--- src/rtl/ptl_pkg.sv ---
// Package of the page translation block: status codes, register indexes and result word.
// No dependencies.
`timescale 1ns / 1ps
package ptl_pkg;
    localparam logic [1:0] ST_HIT   = 2'd0;
    localparam logic [1:0] ST_FAULT = 2'd1;
    localparam logic [1:0] ST_INVAL = 2'd2;
    localparam logic [1:0] ST_TERM  = 2'd3;

    localparam logic [2:0] REG_FRAME_COUNT = 3'd0;
    localparam logic [2:0] REG_LIMIT_0     = 3'd1;
    localparam logic [2:0] REG_LIMIT_3     = 3'd4;

    // Members run from the highest bits down, so status lands in the lowest bits.
    typedef struct packed {
        logic [15:0] invalid_total;
        logic [15:0] fault_total;
        logic [3:0]  victim_page;
        logic        evicted;
        logic        fault_mapped;
        logic [3:0]  frame;
        logic [1:0]  status;
    } result_t;
endpackage

--- src/rtl/page_translation_local_lru.sv ---
// Top level of the page translation block with per-process LRU replacement.
// Depends on ptl_pkg.
//
// Use: access and termination words arrive on s_axis (tdata holds mode, process,
// page from the lowest bit up). Each word yields exactly one result word on
// m_axis. Configuration registers are to be written by the user through cfg_we /
// cfg_index / cfg_data only while the block is idle; the block does not enforce it.
// The page table keeps frame and stamp in one synchronous memory with a
// registered read; its valid bits are flip-flops cleared at reset.
// A hit reads the entry and writes back a new stamp; a fault walks the frame
// bitmap one frame a cycle, then, if no frame is free, the process's entries
// one a cycle, and moves the victim's frame; an invalid reference or
// termination walks the process's PAGES entries and frees their frames.
// One item is worked on at a time; the next word is taken once the result
// register is free, so a result waiting on a stalled receiver holds back
// only the next item. Reset empties the page table, frees every frame and
// clears the tick and counters; the registers return to 16.
`timescale 1ns / 1ps
module page_translation_local_lru
    import ptl_pkg::*;
#(
    parameter int PROCESSES = 4,
    parameter int PAGES     = 16,
    parameter int FRAMES    = 16
)
(
    input  logic        clk,
    input  logic        rst_n,
    input  logic        s_axis_tvalid,
    output logic        s_axis_tready,
    // [0] mode, [2:1] process, [10:3] page, rest zero
    input  logic [15:0] s_axis_tdata,
    output logic        m_axis_tvalid,
    input  logic        m_axis_tready,
    // [1:0] status, [5:2] frame, [6] fault_mapped, [7] evicted,
    // [11:8] victim_page, [27:12] fault_total, [43:28] invalid_total, rest zero
    output logic [47:0] m_axis_tdata,
    input  logic        cfg_we,
    input  logic [2:0]  cfg_index,
    input  logic [4:0]  cfg_data
);
    localparam int PW = (PAGES > 1) ? $clog2(PAGES) : 1;
    localparam int FW = (FRAMES > 1) ? $clog2(FRAMES) : 1;
    localparam int QW = (PROCESSES > 1) ? $clog2(PROCESSES) : 1;
    localparam int EN = PROCESSES * PAGES;
    localparam int EW = (EN > 1) ? $clog2(EN) : 1;

    typedef enum logic [3:0] {
        S_IDLE, S_HITRD, S_HITWR, S_FREE, S_SCAN, S_SCANL, S_EVICT,
        S_REL, S_RELL, S_DONE
    } state_t;

    typedef struct packed {
        logic [FW-1:0] frm;
        logic [31:0]   stamp;
    } ent_t;

    ent_t ent_mem [EN];
    ent_t rd_q;
    logic [EN-1:0] valid_reg;
    logic [FRAMES-1:0] free_reg;
    logic [31:0] tick_reg;
    logic [15:0] fcnt_reg [PROCESSES];
    logic [15:0] icnt_reg [PROCESSES];
    logic [4:0] fc_reg;
    logic [4:0] lim_reg [4];

    state_t state_reg;
    logic [QW-1:0] p_reg;
    logic [7:0] page_reg;
    logic [8:0] idx_reg;
    logic       have_reg;
    logic [PW-1:0] best_reg;
    logic [31:0] bstamp_reg;
    logic [PW:0] prd_reg;    // page whose entry is in rd_q
    logic        out_v_reg;
    result_t     res_reg;

    logic        mem_we;
    logic [EW-1:0] mem_wa, mem_ra;
    ent_t        mem_wd;

    logic [1:0] s_proc;
    logic [QW-1:0] s_p;
    logic [8:0] nfr, lim;
    logic [EW-1:0] cur_e;

    assign s_proc = s_axis_tdata[2:1];
    assign s_axis_tready = (state_reg == S_IDLE) && !out_v_reg;
    assign m_axis_tvalid = out_v_reg;
    assign m_axis_tdata = {4'd0, res_reg};

    // Process indexes beyond the process count wrap round.
    always_comb
    begin
        s_p = '0;
        for (int i = 0; i < 4; i++)
        begin
            if (s_proc == 2'(i))
            begin
                s_p = QW'(i % PROCESSES);
            end
        end
    end

    always_comb
    begin
        nfr = (fc_reg > FRAMES) ? 9'(FRAMES) : 9'(fc_reg);
        lim = (lim_reg[2'(p_reg)] > PAGES) ? 9'(PAGES) : 9'(lim_reg[2'(p_reg)]);
        cur_e = EW'(32'(p_reg) * PAGES + 32'(page_reg));
    end

    always_ff @(posedge clk)
    begin
        if (mem_we)
        begin
            ent_mem[mem_wa] <= mem_wd;
        end
        rd_q <= ent_mem[mem_ra];
    end

    // Memory port control.
    always_comb
    begin
        mem_we = 1'b0;
        mem_wa = cur_e;
        mem_wd = '{frm: rd_q.frm, stamp: tick_reg};
        mem_ra = EW'(32'(p_reg) * PAGES + 32'(idx_reg[PW-1:0]));
        case (state_reg)
            S_HITRD: mem_ra = cur_e;
            S_HITWR: mem_we = 1'b1;
            S_FREE:
            begin
                mem_wd.frm = idx_reg[FW-1:0];
                mem_we = (idx_reg < nfr) && free_reg[idx_reg[FW-1:0]];
            end
            S_RELL: mem_we = 1'b1;
            default: ;
        endcase
        if (state_reg == S_EVICT)
        begin
            mem_ra = EW'(32'(p_reg) * PAGES + 32'(best_reg));
        end
    end

    always_ff @(posedge clk or negedge rst_n)
    begin
        if (!rst_n)
        begin
            state_reg <= S_IDLE;
            valid_reg <= '0;
            free_reg <= '1;
            tick_reg <= '0;
            for (int i = 0; i < PROCESSES; i++)
            begin
                fcnt_reg[i] <= '0;
                icnt_reg[i] <= '0;
            end
            fc_reg <= 5'd16;
            for (int i = 0; i < 4; i++)
            begin
                lim_reg[i] <= 5'd16;
            end
            out_v_reg <= 1'b0;
            p_reg <= '0;
            page_reg <= '0;
            idx_reg <= '0;
            have_reg <= 1'b0;
            best_reg <= '0;
            bstamp_reg <= '0;
            prd_reg <= '0;
            res_reg <= '0;
        end
        else
        begin
            if (cfg_we)
            begin
                if (cfg_index == REG_FRAME_COUNT)
                begin
                    fc_reg <= cfg_data;
                end
                else if (cfg_index >= REG_LIMIT_0 && cfg_index <= REG_LIMIT_3)
                begin
                    lim_reg[2'(cfg_index - REG_LIMIT_0)] <= cfg_data;
                end
            end
            if (out_v_reg && m_axis_tready)
            begin
                out_v_reg <= 1'b0;
            end
            case (state_reg)
                S_IDLE:
                begin
                    if (s_axis_tvalid && s_axis_tready)
                    begin
                        p_reg <= s_p;
                        page_reg <= s_axis_tdata[10:3];
                        res_reg <= '0;
                        idx_reg <= '0;
                        have_reg <= 1'b0;
                        if (s_axis_tdata[0])
                        begin
                            res_reg.status <= ST_TERM;
                            state_reg <= S_REL;
                        end
                        else
                        begin
                            state_reg <= S_HITRD;
                        end
                    end
                end
                S_HITRD:
                begin
                    if (9'(page_reg) >= lim)
                    begin
                        res_reg.status <= ST_INVAL;
                        if (icnt_reg[p_reg] != 16'hFFFF)
                        begin
                            icnt_reg[p_reg] <= icnt_reg[p_reg] + 16'd1;
                        end
                        state_reg <= S_REL;
                    end
                    else if (valid_reg[cur_e])
                    begin
                        res_reg.status <= ST_HIT;
                        state_reg <= S_HITWR;
                    end
                    else
                    begin
                        res_reg.status <= ST_FAULT;
                        if (fcnt_reg[p_reg] != 16'hFFFF)
                        begin
                            fcnt_reg[p_reg] <= fcnt_reg[p_reg] + 16'd1;
                        end
                        state_reg <= S_FREE;
                    end
                end
                S_HITWR:
                begin
                    res_reg.frame <= 4'(rd_q.frm);
                    state_reg <= S_DONE;
                end
                S_FREE:
                begin
                    if (idx_reg >= nfr)
                    begin
                        idx_reg <= '0;
                        state_reg <= S_SCAN;
                    end
                    else if (free_reg[idx_reg[FW-1:0]])
                    begin
                        free_reg[idx_reg[FW-1:0]] <= 1'b0;
                        valid_reg[cur_e] <= 1'b1;
                        res_reg.frame <= 4'(idx_reg);
                        res_reg.fault_mapped <= 1'b1;
                        state_reg <= S_DONE;
                    end
                    else
                    begin
                        idx_reg <= idx_reg + 9'd1;
                    end
                end
                S_SCAN, S_SCANL:
                begin
                    // rd_q holds the entry of page prd_reg when S_SCANL or idx>0
                    if (state_reg == S_SCANL || idx_reg != '0)
                    begin
                        if (valid_reg[EW'(32'(p_reg) * PAGES + 32'(prd_reg[PW-1:0]))]
                            && (!have_reg || rd_q.stamp < bstamp_reg))
                        begin
                            have_reg <= 1'b1;
                            best_reg <= prd_reg[PW-1:0];
                            bstamp_reg <= rd_q.stamp;
                        end
                    end
                    prd_reg <= (PW+1)'(idx_reg);
                    if (state_reg == S_SCANL)
                    begin
                        state_reg <= S_EVICT;
                    end
                    else if (32'(idx_reg) == PAGES - 1)
                    begin
                        state_reg <= S_SCANL;
                    end
                    else
                    begin
                        idx_reg <= idx_reg + 9'd1;
                    end
                end
                S_EVICT:
                begin
                    // rd_q is stale here; victim frame read lands next cycle
                    if (have_reg)
                    begin
                        state_reg <= S_RELL;
                    end
                    else
                    begin
                        state_reg <= S_DONE;
                    end
                end
                S_RELL:
                begin
                    // victim entry now in rd_q: move its frame to the new page
                    valid_reg[EW'(32'(p_reg) * PAGES + 32'(best_reg))] <= 1'b0;
                    valid_reg[cur_e] <= 1'b1;
                    res_reg.frame <= 4'(rd_q.frm);
                    res_reg.fault_mapped <= 1'b1;
                    res_reg.evicted <= 1'b1;
                    res_reg.victim_page <= 4'(best_reg);
                    state_reg <= S_DONE;
                end
                S_REL:
                begin
                    // Frames are held in the memory; read each entry, free next cycle.
                    if (idx_reg != '0 &&
                        valid_reg[EW'(32'(p_reg) * PAGES + 32'(prd_reg[PW-1:0]))])
                    begin
                        free_reg[rd_q.frm] <= 1'b1;
                        valid_reg[EW'(32'(p_reg) * PAGES + 32'(prd_reg[PW-1:0]))] <= 1'b0;
                    end
                    prd_reg <= (PW+1)'(idx_reg);
                    if (32'(idx_reg) == PAGES)
                    begin
                        state_reg <= S_DONE;
                    end
                    else
                    begin
                        idx_reg <= idx_reg + 9'd1;
                    end
                end
                S_DONE:
                begin
                    if (!out_v_reg)
                    begin
                        res_reg.fault_total <= fcnt_reg[p_reg];
                        res_reg.invalid_total <= icnt_reg[p_reg];
                        out_v_reg <= 1'b1;
                        if (tick_reg != 32'hFFFF_FFFF)
                        begin
                            tick_reg <= tick_reg + 32'd1;
                        end
                        state_reg <= S_IDLE;
                    end
                end
                default: state_reg <= S_IDLE;
            endcase
        end
    end
endmodule

--- config.mk ---
export PLATFORM = sky130hd
export DESIGN_NAME = page_translation_local_lru
export DESIGN_NICKNAME = d
export VERILOG_FILES = /design/src/rtl/ptl_pkg.sv /design/src/rtl/page_translation_local_lru.sv
export SDC_FILE = /design/constraint.sdc
export NUM_CORES = 2
export LEC_CHECK = 0
export BUFFER_PORTS_ARGS = -buffer_cell sky130_fd_sc_hd__buf_2
export CAP_MARGIN = 20
export CORE_ASPECT_RATIO = 1.75
export CORE_MARGIN = 2
export CORE_UTILIZATION = 55
export CTS_BUF_LIST = sky130_fd_sc_hd__clkbuf_8
export DETAILED_ROUTE_END_ITERATION = 10
export HOLD_SLACK_MARGIN = 0.08
export PLACE_DENSITY = 0.71
export SLEW_MARGIN = 20
export SYNTH_ARGS = -nofsm -noshare
export SYNTH_HDL_FRONTEND = slang
export SYNTH_SLANG_ARGS = --single-unit
--- constraint.sdc ---
create_clock -name clk -period 6.75 [get_ports clk]
set_input_delay 1.0125 -clock clk [delete_from_list [all_inputs] [get_ports clk]]
set_output_delay 1.0125 -clock clk [all_outputs]
set_load 0.05 [all_outputs]
==> flow_summary_export.csv <==
group,metric,value,unit
setup_path,rr_worst_depth,11,
setup_path,crit_fanout,23,
sta,max_freq,188,MHz
cts,cts_max_path_buffers,4,
status,violations,"design-rule violations",
routing,wire_per_inst,30.2,µm
setup_path,required,7390,ps
setup_path,cp-startpoint,"idx_reg[1]",
grt,grt_overflow,0,
pwr,power.static_leakage,46.5,nW
sta,min_period_over_period,78.8,%
setup_path,criticalPathCategory,"register to register",
pwr,power.internal,0.0299,W
routing,vias_per_cell,6.48,
layout,final_common_cell,"edfxtp_1",
layout,utilization,60.9,%
cts,cts_tree,"yes",
layout,largest-register,"ent_mem",
synthesis,ys.flop_type,"edfxtp_1",
job,drv_cap,0,
layout,final_cell_mix,"2304 x edfxtp_1, 1639 x nand2_1, 533 x a21oi_1, 485 x nand3_1, 389 x clkbuf_8",
cts,post_cts_buffers,0,
layout,fin_nets,8401,
placed_design,port_buffers,69,
floorplan,die-area,205000,µm²
setup_path,crit_arrival,5960,ps
sta,fin_crit,5320,ps
grt,grt_pass1_vias,72300,
pwr,switching_share,40.1,%
synthesis,yosysTopAreaCell,"edfxtp_1",
placed_design,dpl.hpwl,207000,µm
synthesis,synth_seq_cells,2714,
synthesis,yosys_warnings,0,
placed_design,gp_congestion,0.954,
floorplan,initial_core_util,55.1,%
sta,maxSlewViolCount,0,
synthesis,ys_types,92,
hold_path,hp-class,"primary input to asynchronous set/reset pin",
routing,via_count,72900,
pwr,clkPwrFrac,24.1,%
setup_path,crit_path_end_kind,"register",
routing,drc,2,
sta,hold_viol,0,
grt,grt_usage,32.9,%
cts,htreeDepth,5,
floorplan,die_x,343,µm
routing,first_iter_violations,9338,
pwr,seqPwrFrac,39.8,%
cts,cts_sinks,2714,
setup_path,critical_path.startpoint_type,"register",
floorplan,ios,79,
cts,worstSkewPairLatency,1000,ps
sta,relSlewSlack,20.6,%
pwr,power_switching,0.0199,W
sta,rsz0062_at_grt,"no",
synthesis,synth-edff-count,2304,
layout,syn_to_final_growth,10.5,%
pwr,ir_drop,0.000383,V
status,outcome,"finished with violations",
pwr,power_density,407,nW/µm²
setup_path,rrSetupSlack,1430,ps
cts,cts_resized,0,
synthesis,syn_area,111000,µm²
layout,largest_reg_flops,2304,
synthesis,synth_top_area_share,62.4,%
routing,drt-total-wl,339000,µm
routing,drtPass1Iterations,10,
sta,setup-tns-final,0,ps
setup_path,rr_startpoint,"idx_reg[1]",
sta,fin_skew,66.1,ps
cts,cts-buffers-inserted,364,
floorplan,num_rows,218,
cts,cts-hold-fix-buffers,0,
grt,grt_max_degree,166,
setup_path,crit_end,"ent_mem[30][24]",
layout,drive_above_1_share,14.2,%
synthesis,postSynthAreaPerCell,13.7,µm²
synthesis,ys_top_cells_by_area,"edfxtp_1 62%, dfrtp_1 8.0%, nand2_1 5.6%",
grt,grt_first_pass_wirelength,488000,µm
synthesis,async_reset_ff_share,13.8,%
grt,grt_antenna_before_repair,20,
cts,root_buffer,"clkbuf_8",
cts,clk_pin_slew,70,ps
floorplan,die_y,598,µm
setup_path,regToRegEndpoint,"ent_mem[30][24]",
synthesis,yosysSeqAreaShare,71.5,%
sta,worstMarginPinSlew,1160,ps
routing,route.antenna.remaining_nets,0,
floorplan,core_area,201000,µm²
pwr,combPwrFrac,36.1,%
synthesis,postSynthCellCount,8078,
sta,final-setup-viol-count,0,
power groups by stage:
stage          registers, W  logic, W  clock network [W]
2_1_floorplan        0.0200    0.0102                  0
3_3_place_gp         0.0201    0.0172                  0
3_5_place_dp         0.0201    0.0174                  0
4_1_cts              0.0198    0.0175             0.0121
5_1_grt              0.0198    0.0186             0.0128
6_report             0.0198    0.0180             0.0120
routing by layer:
layer  vias up  GRT usage (%)  share of wire, %
li1      30700              -                 -
met1     36200           36.7                32
met2      4602           55.6                50
met3      1331           5.97               9.4
met4        16           25.5               9.2
met5         -              0             0.035
layout make-up:
| cell class | instances | area (µm²) |
|---|---|---|
| flip-flops and latches | 2714 | 79300 |
| inverters | 55 | 206 |
| repair buffers | 372 | 3110 |
| fillers | 14800 | 78600 |
| well taps | 2640 | 3300 |
| multi-input cells | 4816 | 29600 |
| clock inverters | 252 | 1520 |
| diodes | 15 | 37.5 |
| clock buffers | 388 | 5340 |
kinds of logic (layout without fill, tap and decap cells):
family / Yosys count / in the layout / share of synthesized area (%)
DFF: 2714 / 2714 / 71.5
and+or+nand+nor: 2752 / 2752 / 10.8
adders and majority gates: 49 / 49 / 0.553
xor gates and xnor gates: 65 / 65 / 0.514
muxes: 653 / 653 / 7.10
other: 1 / 19 / 0.00338
AOI/OAI and AO/OA: 1293 / 1293 / 7.10
buffers and inverters: 551 / 1067 / 2.42
synthesized netlist by cell type, types with 55 or more instances:
cell type  count
edfxtp_1    2304
nand2_1     1642
a21oi_1      535
nand3_1      485
dfrtp_1      353
mux2i_1      345
nor2_1       229
buf_2        205
clkbuf_1     162
o21ai_0      148
mux2_2       123
o22ai_1      122
mux2_1       101
nor4_1       101
o21ai_1       99
mux4_2        84
nor3_1        83
a31oi_1       69
nand4_1       58
buf_1         55
through the flow:
step	std cells	power [W]	setup WS [ps]	area [µm²]	hold WS, ps
floorplan	8081	0.0302	2480	111000	440
global placement	10600	0.0373	1610	116000	452
detailed placement	10600	0.0376	1580	116000	465
CTS	11200	0.0493	1510	122000	128
global route	11200	0.0512	1320	122000	215
finish	11300	0.0498	1430	122000	137
worst min path at each step:
stage	slack, ps	cells past startpoint	to
after floorplan	440	1	idx_reg[8]
after global placement	450	2	free_reg[7]
after detailed placement	470	2	free_reg[7]
after CTS	130	1	fcnt_reg[34]
after global routing	210	1	fcnt_reg[45]
final	140	1	fcnt_reg[45]
critical path, cell delays in order (launching register included):
cell and delay (ps):
dfrtp_1 840, ha_1 360, nor2b_1 130, o21a_1 170, o21a_1 170, o21a_1 190, nor3_1 240, a31oi_1 340
nor2b_1 330, nand2_1 650, nor2_4 1120, buf_4 370
No activity file was read; power rests on OpenSTA's default activity.
